`src/sv/tee_pkg.sv`:
```
// types, character codes and entity strings for the text escape encoder
// no dependencies; imported by every module of the block
`default_nettype none

package tee_pkg;

    // one input request and one output byte
    typedef struct packed {
        logic [7:0] in_byte;
        logic       first_of_string;
        logic       last_of_string;
        logic       empty_string;
    } t_in_item;

    typedef struct packed {
        logic [7:0] out_byte;
        logic       last_of_run;
    } t_out_item;

    // register map
    localparam logic REG_ESCAPE_MODE = 1'b0;
    localparam logic MODE_JSON       = 1'b0;
    localparam logic MODE_HTML       = 1'b1;

    // kind of expansion picked for one byte
    typedef enum logic [3:0] {
        ESC_PLAIN,
        ESC_TWO,
        ESC_UNI,
        ESC_AMP,
        ESC_LT,
        ESC_GT,
        ESC_QUOT,
        ESC_APOS,
        ESC_NONE,
        ESC_EMPTY_JSON
    } t_esc_kind;

    // classified byte, between classify and assemble
    typedef struct packed {
        t_esc_kind  kind;
        logic [7:0] ch;
        logic [7:0] hex_hi;
        logic [7:0] hex_lo;
        logic       open_q;
        logic       close_q;
    } t_cls;

    // byte run, first byte in the low bits
    localparam int RUN_BYTES = 8;
    localparam int CNT_W     = 4;

    typedef struct packed {
        logic [8*RUN_BYTES-1:0] data;
        logic [CNT_W-1:0]       count;
    } t_run;

    localparam logic [7:0] CH_QUOTE  = 8'h22;
    localparam logic [7:0] CH_BSLASH = 8'h5C;
    localparam logic [7:0] CH_NL     = 8'h0A;
    localparam logic [7:0] CH_CR     = 8'h0D;
    localparam logic [7:0] CH_TAB    = 8'h09;
    localparam logic [7:0] CH_AMP    = 8'h26;
    localparam logic [7:0] CH_LT     = 8'h3C;
    localparam logic [7:0] CH_GT     = 8'h3E;
    localparam logic [7:0] CH_APOS   = 8'h27;
    localparam logic [7:0] CH_N      = 8'h6E;
    localparam logic [7:0] CH_R      = 8'h72;
    localparam logic [7:0] CH_T      = 8'h74;
    localparam logic [7:0] CH_U      = 8'h75;
    localparam logic [7:0] CH_ZERO   = 8'h30;
    localparam logic [7:0] CTRL_END  = 8'h20;

    // entity strings written back to front so the first character is the low byte
    localparam logic [47:0] ENT_AMP  = {8'h00, ";pma&"};
    localparam logic [47:0] ENT_LT   = {16'h0000, ";tl&"};
    localparam logic [47:0] ENT_GT   = {16'h0000, ";tg&"};
    localparam logic [47:0] ENT_QUOT = ";touq&";
    localparam logic [47:0] ENT_APOS = {8'h00, ";93#&"};

    localparam logic [127:0] HEX_DIGITS = "0123456789abcdef";

    // lowercase hex character of one nibble
    function automatic logic [7:0] hex_char(input logic [3:0] nib);
        logic [3:0] idx;
        idx = 4'hF - nib;
        return HEX_DIGITS[{idx, 3'b000} +: 8];
    endfunction

endpackage

`default_nettype wire

```
`src/sv/tee_classify.sv`:
```
// classify stage: picks the expansion kind of one byte and its hex digits
// depends on tee_pkg
`default_nettype none

module tee_classify import tee_pkg::*; (
    input  wire logic     i_clk,
    input  wire logic     i_rst_n,
    input  wire logic     i_mode,
    input  wire logic     i_valid,
    input  wire t_in_item i_item,
    output logic          o_stall,
    output logic          o_valid,
    output t_cls          o_cls,
    input  wire logic     i_stall
);

    logic r_v;
    logic n_v;
    t_cls r_cls;
    t_cls n_cls;
    logic advance;

    assign advance = !(r_v && i_stall);
    assign o_stall = !advance;
    assign o_valid = r_v;
    assign o_cls   = r_cls;

    // decode the byte in the selected mode
    always_comb begin
        n_cls.ch      = i_item.in_byte;
        n_cls.hex_hi  = hex_char(i_item.in_byte[7:4]);
        n_cls.hex_lo  = hex_char(i_item.in_byte[3:0]);
        n_cls.open_q  = 1'b0;
        n_cls.close_q = 1'b0;
        n_cls.kind    = ESC_PLAIN;
        if (i_mode == MODE_JSON) begin
            n_cls.open_q  = i_item.first_of_string;
            n_cls.close_q = i_item.last_of_string;
            if (i_item.empty_string) begin
                n_cls.kind = ESC_EMPTY_JSON;
            end else begin
                unique case (i_item.in_byte)
                    CH_QUOTE, CH_BSLASH: n_cls.kind = ESC_TWO;
                    CH_NL: begin
                        n_cls.kind = ESC_TWO;
                        n_cls.ch   = CH_N;
                    end
                    CH_CR: begin
                        n_cls.kind = ESC_TWO;
                        n_cls.ch   = CH_R;
                    end
                    CH_TAB: begin
                        n_cls.kind = ESC_TWO;
                        n_cls.ch   = CH_T;
                    end
                    default: begin
                        if (i_item.in_byte < CTRL_END) begin
                            n_cls.kind = ESC_UNI;
                        end
                    end
                endcase
            end
        end else begin
            if (i_item.empty_string) begin
                n_cls.kind = ESC_NONE;
            end else begin
                unique case (i_item.in_byte)
                    CH_AMP:   n_cls.kind = ESC_AMP;
                    CH_LT:    n_cls.kind = ESC_LT;
                    CH_GT:    n_cls.kind = ESC_GT;
                    CH_QUOTE: n_cls.kind = ESC_QUOT;
                    CH_APOS:  n_cls.kind = ESC_APOS;
                    default:  n_cls.kind = ESC_PLAIN;
                endcase
            end
        end
    end

    // stage valid
    always_comb begin
        n_v = r_v;
        if (advance) begin
            n_v = i_valid;
        end
    end

    always_ff @(posedge i_clk) begin
        if (!i_rst_n) begin
            r_v <= 1'b0;
        end else begin
            r_v <= n_v;
        end
    end

    // stage payload
    always_ff @(posedge i_clk) begin
        if (advance && i_valid) begin
            r_cls <= n_cls;
        end
    end

endmodule

`default_nettype wire

```
`src/sv/tee_assemble.sv`:
```
// assemble stage: builds the full output run and its length from a classified byte
// depends on tee_pkg
`default_nettype none

module tee_assemble import tee_pkg::*; (
    input  wire logic i_clk,
    input  wire logic i_rst_n,
    input  wire logic i_valid,
    input  wire t_cls i_cls,
    output logic      o_stall,
    output logic      o_valid,
    output t_run      o_run,
    input  wire logic i_stall
);

    logic        r_v;
    logic        n_v;
    t_run        r_run;
    t_run        n_run;
    logic        advance;
    logic [47:0] body;
    logic [2:0]  blen;
    logic [2:0]  pre;
    logic [63:0] data;

    assign advance = !(r_v && i_stall);
    assign o_stall = !advance;
    assign o_valid = r_v;
    assign o_run   = r_run;

    // body text without quotes
    always_comb begin
        body = 48'h0;
        blen = 3'd1;
        unique case (i_cls.kind)
            ESC_PLAIN: begin
                body[7:0] = i_cls.ch;
                blen      = 3'd1;
            end
            ESC_TWO: begin
                body[15:0] = {i_cls.ch, CH_BSLASH};
                blen       = 3'd2;
            end
            ESC_UNI: begin
                body = {i_cls.hex_lo, i_cls.hex_hi, CH_ZERO, CH_ZERO, CH_U, CH_BSLASH};
                blen = 3'd6;
            end
            ESC_AMP: begin
                body = ENT_AMP;
                blen = 3'd5;
            end
            ESC_LT: begin
                body = ENT_LT;
                blen = 3'd4;
            end
            ESC_GT: begin
                body = ENT_GT;
                blen = 3'd4;
            end
            ESC_QUOT: begin
                body = ENT_QUOT;
                blen = 3'd6;
            end
            ESC_APOS: begin
                body = ENT_APOS;
                blen = 3'd5;
            end
            default: begin
                body = 48'h0;
                blen = 3'd0;
            end
        endcase
    end

    // wrap in quotes where the string opens or closes
    always_comb begin
        pre  = blen + {2'b00, i_cls.open_q};
        data = i_cls.open_q ? {8'h00, body, CH_QUOTE} : {16'h0000, body};
        if (i_cls.close_q) begin
            data[{pre, 3'b000} +: 8] = CH_QUOTE;
        end
        n_run.data  = data;
        n_run.count = {1'b0, pre} + {3'b000, i_cls.close_q};
        if (i_cls.kind == ESC_EMPTY_JSON) begin
            n_run.data  = {48'h0, CH_QUOTE, CH_QUOTE};
            n_run.count = 4'd2;
        end else if (i_cls.kind == ESC_NONE) begin
            n_run.data  = 64'h0;
            n_run.count = 4'd0;
        end
    end

    // stage valid
    always_comb begin
        n_v = r_v;
        if (advance) begin
            n_v = i_valid;
        end
    end

    always_ff @(posedge i_clk) begin
        if (!i_rst_n) begin
            r_v <= 1'b0;
        end else begin
            r_v <= n_v;
        end
    end

    // stage payload
    always_ff @(posedge i_clk) begin
        if (advance && i_valid) begin
            r_run <= n_run;
        end
    end

endmodule

`default_nettype wire

```
`src/sv/tee_serialize.sv`:
```
// output stage: holds one run and sends it out a byte per cycle while i_stall is low
// depends on tee_pkg
`default_nettype none

module tee_serialize import tee_pkg::*; (
    input  wire logic i_clk,
    input  wire logic i_rst_n,
    input  wire logic i_valid,
    input  wire t_run i_run,
    output logic      o_stall,
    output logic      o_valid,
    output t_out_item o_item,
    input  wire logic i_stall
);

    logic [8*RUN_BYTES-1:0] r_data;
    logic [8*RUN_BYTES-1:0] n_data;
    logic [CNT_W-1:0]       r_rem;
    logic [CNT_W-1:0]       n_rem;
    logic                   out_acc;
    logic                   can_load;
    logic                   load;

    assign o_valid         = (r_rem != '0);
    assign o_item.out_byte = r_data[7:0];
    assign o_item.last_of_run = (r_rem == CNT_W'(1));

    assign out_acc  = o_valid && !i_stall;
    assign can_load = (r_rem == '0) || (out_acc && r_rem == CNT_W'(1));
    assign load     = i_valid && (i_run.count != '0) && can_load;
    // empty runs are dropped at once
    assign o_stall  = i_valid && (i_run.count != '0) && !can_load;

    // shift out one byte per taken byte, load a new run when empty or at the end of the run
    always_comb begin
        n_rem  = r_rem;
        n_data = r_data;
        if (load) begin
            n_rem  = i_run.count;
            n_data = i_run.data;
        end else if (out_acc) begin
            n_rem  = r_rem - CNT_W'(1);
            n_data = {8'h00, r_data[8*RUN_BYTES-1:8]};
        end
    end

    always_ff @(posedge i_clk) begin
        if (!i_rst_n) begin
            r_rem <= '0;
        end else begin
            r_rem <= n_rem;
        end
    end

    always_ff @(posedge i_clk) begin
        r_data <= n_data;
    end

    // run length never exceeds the buffer
    a_rem_bound: assert property (@(posedge i_clk) disable iff (!i_rst_n)
        r_rem <= CNT_W'(RUN_BYTES))
        else $error("run counter above buffer size");

    // a taken byte inside a run counts down by one
    a_count_down: assert property (@(posedge i_clk) disable iff (!i_rst_n)
        (out_acc && r_rem > CNT_W'(1)) |=> (r_rem == $past(r_rem) - CNT_W'(1)))
        else $error("run counter did not step down");

    // end of a run with nothing to load empties the stage
    a_run_end: assert property (@(posedge i_clk) disable iff (!i_rst_n)
        (out_acc && r_rem == CNT_W'(1) && !load) |=> !o_valid)
        else $error("output still valid after end of run");

    // a loaded run shows its first byte next
    a_load: assert property (@(posedge i_clk) disable iff (!i_rst_n)
        load |=> (r_rem == $past(i_run.count) && o_item.out_byte == $past(i_run.data[7:0])))
        else $error("loaded run not presented");

endmodule

`default_nettype wire

```
`src/sv/text_escape_encoder_unit.sv`:
```
// text escape encoder top level: register port, input stage and the pipeline
// depends on tee_pkg, tee_classify, tee_assemble, tee_serialize
`default_nettype none

// Escapes a byte stream as JSON string text (mode 0, quotes added around each
// string) or as HTML entity text (mode 1). Each input byte gives a run of zero to
// eight output bytes; the last byte of each run carries last_of_run. The output
// port sends one byte per cycle while i_stall is low, and an input byte whose run
// is one byte long is then taken every cycle; a longer run holds the input back
// while the output register drains it. An item passes four register stages (input,
// classify, assemble, output) before its first byte appears. escape_mode sits at
// address 0 and should be written only while no request is in flight.
module text_escape_encoder_unit import tee_pkg::*; (
    input  wire logic        i_clk,
    input  wire logic        i_rst_n,
    // input channel
    input  wire logic        i_valid,
    input  wire t_in_item    i_in,
    output logic             o_stall,
    // output channel
    output logic             o_valid,
    output t_out_item        o_out,
    input  wire logic        i_stall,
    // register port
    input  wire logic        psel,
    input  wire logic        penable,
    input  wire logic        pwrite,
    input  wire logic [2:0]  paddr,
    input  wire logic [31:0] pwdata,
    output logic [31:0]      prdata,
    output logic             pready
);

    logic     r_mode;
    logic     n_mode;
    logic     r_s1_v;
    logic     n_s1_v;
    t_in_item r_s1_item;
    logic     s1_advance;
    logic     cls_stall;
    logic     cls_valid;
    t_cls     cls;
    logic     asm_stall;
    logic     asm_valid;
    t_run     run;
    logic     ser_stall;

    // register port
    assign pready = 1'b1;
    assign prdata = (paddr[2] == REG_ESCAPE_MODE) ? {31'h0, r_mode} : 32'h0;

    always_comb begin
        n_mode = r_mode;
        if (psel && penable && pwrite && paddr[2] == REG_ESCAPE_MODE) begin
            n_mode = pwdata[0];
        end
    end

    always_ff @(posedge i_clk) begin
        if (!i_rst_n) begin
            r_mode <= MODE_JSON;
        end else begin
            r_mode <= n_mode;
        end
    end

    // input stage
    assign s1_advance = !(r_s1_v && cls_stall);
    assign o_stall    = !s1_advance;

    always_comb begin
        n_s1_v = r_s1_v;
        if (s1_advance) begin
            n_s1_v = i_valid;
        end
    end

    always_ff @(posedge i_clk) begin
        if (!i_rst_n) begin
            r_s1_v <= 1'b0;
        end else begin
            r_s1_v <= n_s1_v;
        end
    end

    always_ff @(posedge i_clk) begin
        if (s1_advance && i_valid) begin
            r_s1_item <= i_in;
        end
    end

    // pipeline
    tee_classify u_classify (
        .i_clk   (i_clk),
        .i_rst_n (i_rst_n),
        .i_mode  (r_mode),
        .i_valid (r_s1_v),
        .i_item  (r_s1_item),
        .o_stall (cls_stall),
        .o_valid (cls_valid),
        .o_cls   (cls),
        .i_stall (asm_stall)
    );

    tee_assemble u_assemble (
        .i_clk   (i_clk),
        .i_rst_n (i_rst_n),
        .i_valid (cls_valid),
        .i_cls   (cls),
        .o_stall (asm_stall),
        .o_valid (asm_valid),
        .o_run   (run),
        .i_stall (ser_stall)
    );

    tee_serialize u_serialize (
        .i_clk   (i_clk),
        .i_rst_n (i_rst_n),
        .i_valid (asm_valid),
        .i_run   (run),
        .o_stall (ser_stall),
        .o_valid (o_valid),
        .o_item  (o_out),
        .i_stall (i_stall)
    );

endmodule

`default_nettype wire
```
`config.mk`:
```
export PLATFORM = sky130hd
export DESIGN_NAME = text_escape_encoder_unit
export DESIGN_NICKNAME = d
export VERILOG_FILES = /design/src/sv/tee_pkg.sv /design/src/sv/tee_classify.sv /design/src/sv/tee_assemble.sv /design/src/sv/tee_serialize.sv /design/src/sv/text_escape_encoder_unit.sv
export SDC_FILE = /design/constraint.sdc
export NUM_CORES = 1
export LEC_CHECK = 0
export ABC_AREA = 1
export BUFFER_PORTS_ARGS = -buffer_cell sky130_fd_sc_hd__buf_2
export CAP_MARGIN = 5
export CORE_UTILIZATION = 57
export DETAILED_ROUTE_END_ITERATION = 12
export PLACE_DENSITY = 0.81
export SLEW_MARGIN = 20
export SYNTH_ARGS = -nofsm -noshare
export SYNTH_HDL_FRONTEND = slang
export SYNTH_SLANG_ARGS = --single-unit
export TNS_END_PERCENT = 50
```
`constraint.sdc`:
```
create_clock -name i_clk -period 5.3 [get_ports i_clk]
set_input_delay 1.06 -clock i_clk [delete_from_list [all_inputs] [get_ports i_clk]]
set_output_delay 1.06 -clock i_clk [all_outputs]
set_load 0.05 [all_outputs]
```
==> flow_summary_export.csv, run 1 <==
group,metric,value,unit
placed_design,placed_cells_incl_taps,1015,
critical_path,cp_class,"primary input to output port",
clock_tree,postCtsResizedCells,0,
placed_design,gp_congestion,0.933,
global_route,grt_pass1_wl,23700,um
global_route,maximum_number_of_pins_on_one_net_before_global_route_repair,54,
power_and_ir_drop,p_per_area,442,nW/um^2
routing,top_signal_layer_used,"met4",
cells_and_area,ff_latch_area,4570,um^2
cells_and_area,finalNetCount,930,
global_route,globalRouteTotalUtil,22.2,%
critical_path,timing.critical_path.arrival,2.22,ns
critical_path,critical_path_slowest_stage_cell,"sky130_fd_sc_hd__and2b_1",
yosys,synth_top_area_share,57.1,%
yosys,post_synth.cell_area_avg,9.32,um^2
critical_path,required_time_worst_endpoint,4.24,ns
routing,met2RoutedLength,7160,um
cells_and_area,layout_common_cells,"293 x sky130_fd_sc_hd__nand2_1, 147 x sky130_fd_sc_hd__edfxtp_1, 86 x sky130_fd_sc_hd__inv_1",
routing,route.layer.met1.wl,6370,um
cells_and_area,multi_input_comb_area,2530,um^2
cells_and_area,layout.cells.non_filler,1046,
yosys,syn-instance-count,830,
timing,rsz_0062_raised_after_global_routing,"false",
routing,drt-total-wl,14800,um
placed_design,dp_hpwl,10200,um
timing,worst_slew_margin_rel,33.5,%
outcome,result_of_the_run,"finished, final reports clean",
global_route,overflow,0,
critical_path,crit_path_end_kind,"output port",
placed_design,port_buffers,31,
cells_and_area,proportion_of_layout_cells_with_a_drive_suffix_above_1,10.3,%
yosys,mappedNetlistArea,7740,um^2
timing,finalClockSkew,0.00650,ns
floorplan,floorplan.core_area,13200,um^2
cells_and_area,ant_cells,0,
cells_and_area,layout.cells.most_common,"sky130_fd_sc_hd__nand2_1",
floorplan,die_area,14000,um^2
clock_tree,worst_skew_pair.late_latency,0.43,ns
floorplan,chipWidth,119,um
timing,finalCriticalPeriod,3.28,ns
floorplan,floorplan.initialDensity,58.4,%
routing,via_per_inst,5.09,
yosys,synth_area_leaders,"sky130_fd_sc_hd__edfxtp_1 57%, sky130_fd_sc_hd__nand2_1 14%, sky130_fd_sc_hd__buf_4 4.4%",
clock_tree,cts_made_buffers,17,
yosys,ys_seq_elements,155,
routing,drt-wirelength-per-cell,14.1,um
clock_tree,ctsLongestPathBuffers,2,
critical_path,crit_chain,"buf_2 -> inv_1 -> nand3_1 -> nand2_2 -> and2b_1 -> nand3_1 -> inv_1 -> buf_2",
floorplan,num_rows,42,
timing,fin_tns_setup,0,ns
yosys,synth_flop_cell,"sky130_fd_sc_hd__edfxtp_1",
yosys,synth.yosys.seq_area_share,59.1,%
routing,post-route-drc-count,0,
flow_run,cap_viol_max_count,0,
global_route,grt_antenna_before_repair,0,
yosys,synthDistinctLibCells,40,
power_and_ir_drop,vdd.ir_drop.worst,289,uV
routing,firstDrtPassIters,5,
yosys,ys_async_sr_fraction,0,%
timing,final_hold_viol_count,0,
power_and_ir_drop,static-leakage-power,3.78,nW
global_route,first_global_vias,4973,
clock_tree,ctsHtreeMaxLevel,4,
clock_tree,cts.root.buffer_cell,"sky130_fd_sc_hd__clkbuf_16",
routing,met3_length,833,um
cells_and_area,final_design_area_no_fill,8470,um^2
critical_path,timing.critical_path.from_type,"primary input",
yosys,synthDominantAreaCellType,"sky130_fd_sc_hd__edfxtp_1",
clock_tree,postCtsHoldBufs,0,
routing,drt_iter0_drc,396,
routing,final_antenna_net_count,0,
floorplan,io_pins,97,
placed_design,area_of_placed_instances,7880,um^2
critical_path,critical_path.max_fanout,5,
routing,dr_total_vias,5328,
timing,slew_at_the_pin_closest_to_its_max_slew_limit,0.995,ns
clock_tree,cts.sinks,155,
timing,timing.final.max_slew_violations,0,
floorplan,die-height,119,um
clock_tree,clkTransAtPathRegs,0.06,ns
hold_path,min_path_type,"register to register",
timing,post-route-worst-setup-slack,2.02,ns
cells_and_area,area_growth_syn_to_layout,9.43,%
yosys,yosys_warnings,0,
timing,setup_viol,0,
cells_and_area,fill_cells,1103,
timing,fmaxAchievable,0.305,GHz
placed_design,detailedPlace.worstSlack,2.06,ns
clock_tree,tritoncts_clock_tree,"yes",
critical_path,max_stage_delay,0.34,ns
clock_tree,cts_post_setup_buffers_inserted,0,
yosys,synth_edf_count,147,
timing,fin_crit_sh,61.8,%
where the power goes:
part	internal (mW)	leakage, nW	total, mW	switching [mW]
sequential	1.69	1.46	1.77	0.0788
clock	0.736	0.274	1.20	0.461
combinational	0.197	2.05	0.773	0.576
total	2.63	3.78	3.74	1.12
kinds of logic after synthesis:
group / after synthesis / share of synthesized area, %
AOI/OAI and AO/OA: 76 / 5.43
and+or+nand+nor: 423 / 22.2
buffers and inverters: 153 / 9.85
xor gates and xnor gates: 2 / 0.226
DFF: 155 / 59.1
adders and majority gates: 19 / 3.07
other: 2 / 0.0971
through the flow:
| step | hold WS (ns) | utilization [%] | power (mW) |
|---|---|---|---|
| 2_1_floorplan | 0.451 | - | 2.46 |
| 3_3_place_gp | 0.482 | 59.5 | 2.54 |
| 3_5_place_dp | 0.494 | 59.5 | 2.57 |
| 4_1_cts | 0.508 | 63.9 | 3.77 |
| 5_1_grt | 0.520 | 63.9 | 3.91 |
| 6_report | 0.507 | 63.9 | 3.74 |
layer usage:
| layer | vias up | global-route usage (%) |
|---|---|---|
| met2 | 178 | 36.5 |
| met3 | 30 | 5.36 |
| met4 | 0 | 10.5 |
| met1 | 2432 | 27.5 |
| met5 | - | 0 |
| li1 | 2688 | - |
flip-flops by register name (all words and copies together), names as in the netlist:
register and flops:
u_assemble.o_valid 1, u_classify.o_valid 1, u_serialize.r_data 53, r_mode 1, u_assemble.o_run 57, u_serialize.r_rem 4, r_s1_item 11, u_classify.o_cls 26
r_s1_v 1
cell type report:
class,instances,share of cell area (%)
multi-input combinational,552,29.9
timing repair buffer,38,2.45
clock buffer,20,5.16
inverter,94,4.17
clock inverter,11,1.74
sequential,155,54.0
tap,176,2.60
synth_stat cells, types with 2 or more instances:
cell	count
sky130_fd_sc_hd__nand3_2	2
sky130_fd_sc_hd__edfxtp_1	147
sky130_fd_sc_hd__nand3_1	23
sky130_fd_sc_hd__o211ai_1	3
sky130_fd_sc_hd__nand3b_1	2
sky130_fd_sc_hd__nand2_2	7
sky130_fd_sc_hd__clkbuf_1	3
sky130_fd_sc_hd__o21a_1	2
sky130_fd_sc_hd__o22ai_1	5
sky130_fd_sc_hd__clkinv_1	2
sky130_fd_sc_hd__o21ai_0	26
sky130_fd_sc_hd__a21oi_1	27
sky130_fd_sc_hd__nor3_1	6
sky130_fd_sc_hd__o21ai_1	5
sky130_fd_sc_hd__inv_2	6
sky130_fd_sc_hd__nor2_2	4
sky130_fd_sc_hd__nand2_1	294
sky130_fd_sc_hd__conb_1	2
sky130_fd_sc_hd__ha_1	19
sky130_fd_sc_hd__nand4_1	6
sky130_fd_sc_hd__inv_1	86
sky130_fd_sc_hd__o221ai_1	2
sky130_fd_sc_hd__buf_2	9
sky130_fd_sc_hd__nor2_1	73
sky130_fd_sc_hd__buf_4	45
sky130_fd_sc_hd__a22oi_1	3
sky130_fd_sc_hd__dfxtp_1	8
critical path: cells and delay by family:
kind,cells,cell delay (ns)
simple gates,4,0.70
buf+inv,4,0.45
final timing paths:
kind                                  to  cells past startpoint                  from  slack [ns]
setup / recovery                 o_stall                      8               i_stall        2.02
hold / removal    u_serialize.r_data[46]                      2  u_assemble.o_run[50]        0.51
setup reg to reg    u_assemble.o_run[11]                     14  u_classify.o_cls[28]        2.03
hold reg to reg   u_serialize.r_data[46]                      2  u_assemble.o_run[50]        0.51
Power figures use the tool's default switching activity.
==> inputs of run 2 (changes only) <==
==> constraint.sdc (replaced) <==
create_clock -name i_clk -period 3.2 [get_ports i_clk]
set_input_delay 0.64 -clock i_clk [delete_from_list [all_inputs] [get_ports i_clk]]
set_output_delay 0.64 -clock i_clk [all_outputs]
set_load 0.05 [all_outputs]
==> run 2 against run 1 <==
  * Global-route usage is 0.97 points higher
  * First-iteration DRC count is 17% higher
  * Critical endpoint is now u_assemble.o_run[5]
  * Combinational power up 68%
  * Wire length up 0.95%
  * Utilization is 0.41 points higher
  * Design area up 0.64%
  * Clock power grew 65%
  * Clock-buffer cell count down 2
  * Sequential power increased by 67%
==> flow_summary_export.csv, run 2 (synthesized netlist as in run 1, its figures left out) <==
group,metric,value,unit
outcome,result_of_the_run,"finished, final reports clean",
floorplan,die-height,119,um
critical_path,critical_path_slowest_stage_cell,"sky130_fd_sc_hd__edfxtp_1",
clock_tree,cts_made_buffers,17,
critical_path,cp_class,"register to register",
timing,worst_slew_margin_rel,49.8,%
critical_path,crit_path_end_kind,"register",
timing,finalClockSkew,0.00715,ns
cells_and_area,proportion_of_layout_cells_with_a_drive_suffix_above_1,11.5,%
routing,drt_iter0_drc,462,
floorplan,die_area,14000,um^2
critical_path,critical_path_depth,17,
global_route,globalRouteTotalUtil,23.1,%
routing,final_antenna_net_count,0,
placed_design,port_buffers,31,
routing,drt-wirelength-per-cell,14.2,um
routing,post-route-drc-count,0,
critical_path,required_time_worst_endpoint,3.49,ns
cells_and_area,largest_register_ffs,57,
critical_path,critical_path.max_fanout,6,
cells_and_area,area_growth_syn_to_layout,10.1,%
critical_path,timing.critical_path.mode_cell,"sky130_fd_sc_hd__nand2_1",
hold_path,whs_path_depth,1,
critical_path,r2r_slack,0.16,ns
global_route,grt_antenna_before_repair,0,
critical_path,crit_chain,"nand2_1 -> inv_1 -> nand2_2 -> nand2_1 -> ha_1 -> ha_1 -> inv_1 -> ha_1 -> ha_1 -> nor2_2 -> nand2_1 -> nor2_1 -> nand4_1 -> buf_4 -> nand2_1 -> nand2_1 -> nand2_1",
clock_tree,tritoncts_clock_tree,"yes",
critical_path,timing.reg2reg.worst_path_depth,17,
power_and_ir_drop,int_pwr,4.35,mW
cells_and_area,layout.cells.most_common,"sky130_fd_sc_hd__nand2_1",
clock_tree,clkTransAtPathRegs,0.06,ns
routing,firstDrtPassIters,5,
floorplan,num_rows,42,
critical_path,max_stage_delay,0.49,ns
timing,fin_tns_setup,0,ns
global_route,first_global_vias,5119,
timing,timing.final.max_slew_violations,0,
flow_run,cap_viol_max_count,0,
timing,fin_crit_sh,95.1,%
power_and_ir_drop,p_per_area,731,nW/um^2
cells_and_area,finish.utilization,64.3,%
timing,slew_at_the_pin_closest_to_its_max_slew_limit,0.752,ns
power_and_ir_drop,net_sw_share,30.1,%
clock_tree,ctsLongestPathBuffers,2,
floorplan,floorplan.core_area,13200,um^2
timing,setup_viol,0,
critical_path,critical_path.reg2reg.startpoint,"u_classify.o_cls[27]",
critical_path,worstSetupEndpoint,"u_assemble.o_run[5]",
power_and_ir_drop,seq_power_share,47.4,%
routing,via_per_inst,5.13,
timing,rsz_0062_raised_after_global_routing,"false",
cells_and_area,finalNetCount,936,
power_and_ir_drop,vdd.ir_drop.worst,487,uV
critical_path,timing.critical_path.from_type,"register",
clock_tree,worst_skew_pair.late_latency,0.43,ns
power_and_ir_drop,netSwitchingPower,1.88,mW
global_route,overflow,0,
power_and_ir_drop,clockPowerShare,31.8,%
critical_path,crit_buf_inv,3,
clock_tree,cts.sinks,155,
critical_path,crit-reg2reg-capture,"u_assemble.o_run[5]",
critical_path,crit_start,"u_classify.o_cls[27]",
timing,finalCriticalPeriod,3.04,ns
global_route,grt_pass1_wl,24800,um
clock_tree,ctsHtreeMaxLevel,4,
routing,drt-total-wl,14900,um
hold_path,min_path_type,"primary input to register",
critical_path,cpLargestDelayFamily,"simple AND/OR/NAND/NOR gates",
routing,dr_total_vias,5404,
cells_and_area,ant_cells,0,
cells_and_area,layout_common_cells,"291 x sky130_fd_sc_hd__nand2_1, 147 x sky130_fd_sc_hd__edfxtp_1, 86 x sky130_fd_sc_hd__inv_1",
power_and_ir_drop,combPwrFrac,20.8,%
floorplan,chipWidth,119,um
global_route,maximum_number_of_pins_on_one_net_before_global_route_repair,58,
timing,final_hold_viol_count,0,
timing,fmaxAchievable,0.328,GHz
clock_tree,cts.root.buffer_cell,"sky130_fd_sc_hd__clkbuf_16",
placed_design,gp_congestion,0.941,
floorplan,floorplan.initialDensity,58.4,%
placed_design,dp_hpwl,10100,um
critical_path,timing.critical_path.arrival,3.33,ns
power_and_ir_drop,static-leakage-power,3.82,nW
timing,hold_ws,0.378,ns
floorplan,io_pins,97,
-- run 2: changes by cell type in the layout (fill, tap and decap cells not counted), sizes merged --
cell and delta:
buf +6, clkbuf -2, clkinv +4, clkinvlp -1
-- run 2: worst min-delay path by stage --
stage / start / end / slack, ns
floorplan: r_s1_v / u_classify.o_valid / 0.45
global placement: r_s1_v / u_classify.o_valid / 0.48
detailed placement: u_assemble.o_run[31] / u_serialize.r_data[27] / 0.50
CTS: i_in[1] / r_s1_item[1] / 0.37
global route: i_in[1] / r_s1_item[1] / 0.36
finish: i_in[2] / r_s1_item[2] / 0.38
-- run 2: cell type report --
cell class,instances,area (um^2)
fill,1109,4720
multi-input combinational,552,2540
inverter,94,353
tap,176,220
clock inverter,14,154
sequential,155,4570
timing repair buffer,44,253
clock buffer,18,429
-- run 2: timing repair --
| item | in CTS | in global routing |
|---|---|---|
| hold buffers | 0 | 0 |
| setup endpoints to repair | 0 | 7 |
| gates resized for setup | 0 | 4 |
| setup buffers | 0 | 4 |
-- run 2: worst reg2reg max path, delay by kind of cell, from the launching register on --
kind | cells | cell delay (ns)
flip-flops | 1 | 0.49
adder cells (fa/ha/maj) | 4 | 1.00
buffers and inverters | 3 | 0.38
AND/OR/NAND/NOR | 10 | 1.03
-- run 2: through the flow --
stage | total power, mW | std cells | setup WS (ns) | instance area, um^2
2_1_floorplan | 4.07 | 860 | 0.110 | 7860
3_3_place_gp | 4.22 | 1017 | 0.224 | 7900
3_5_place_dp | 4.27 | 1017 | 0.118 | 7900
4_1_cts | 6.26 | 1049 | 0.0577 | 8480
5_1_grt | 6.51 | 1053 | 0.0119 | 8520
6_report | 6.23 | 1053 | 0.156 | 8520
-- run 2: power groups by stage --
stage | logic [mW] | registers [mW] | clock network (mW)
6_report | 1.30 | 2.95 | 1.98
5_1_grt | 1.44 | 2.99 | 2.09
4_1_cts | 1.30 | 2.95 | 2.00
3_5_place_dp | 1.28 | 2.99 | 0
3_3_place_gp | 1.25 | 2.97 | 0
2_1_floorplan | 1.12 | 2.95 | 0
-- run 2: metal layers --
layer	vias to the layer above	GRT usage [%]	share of wire, %
li1	2703	-	-
met1	2514	28.8	42
met2	160	38.8	50
met3	27	5.98	4.8
met4	0	8.94	2.5
met5	-	0	0
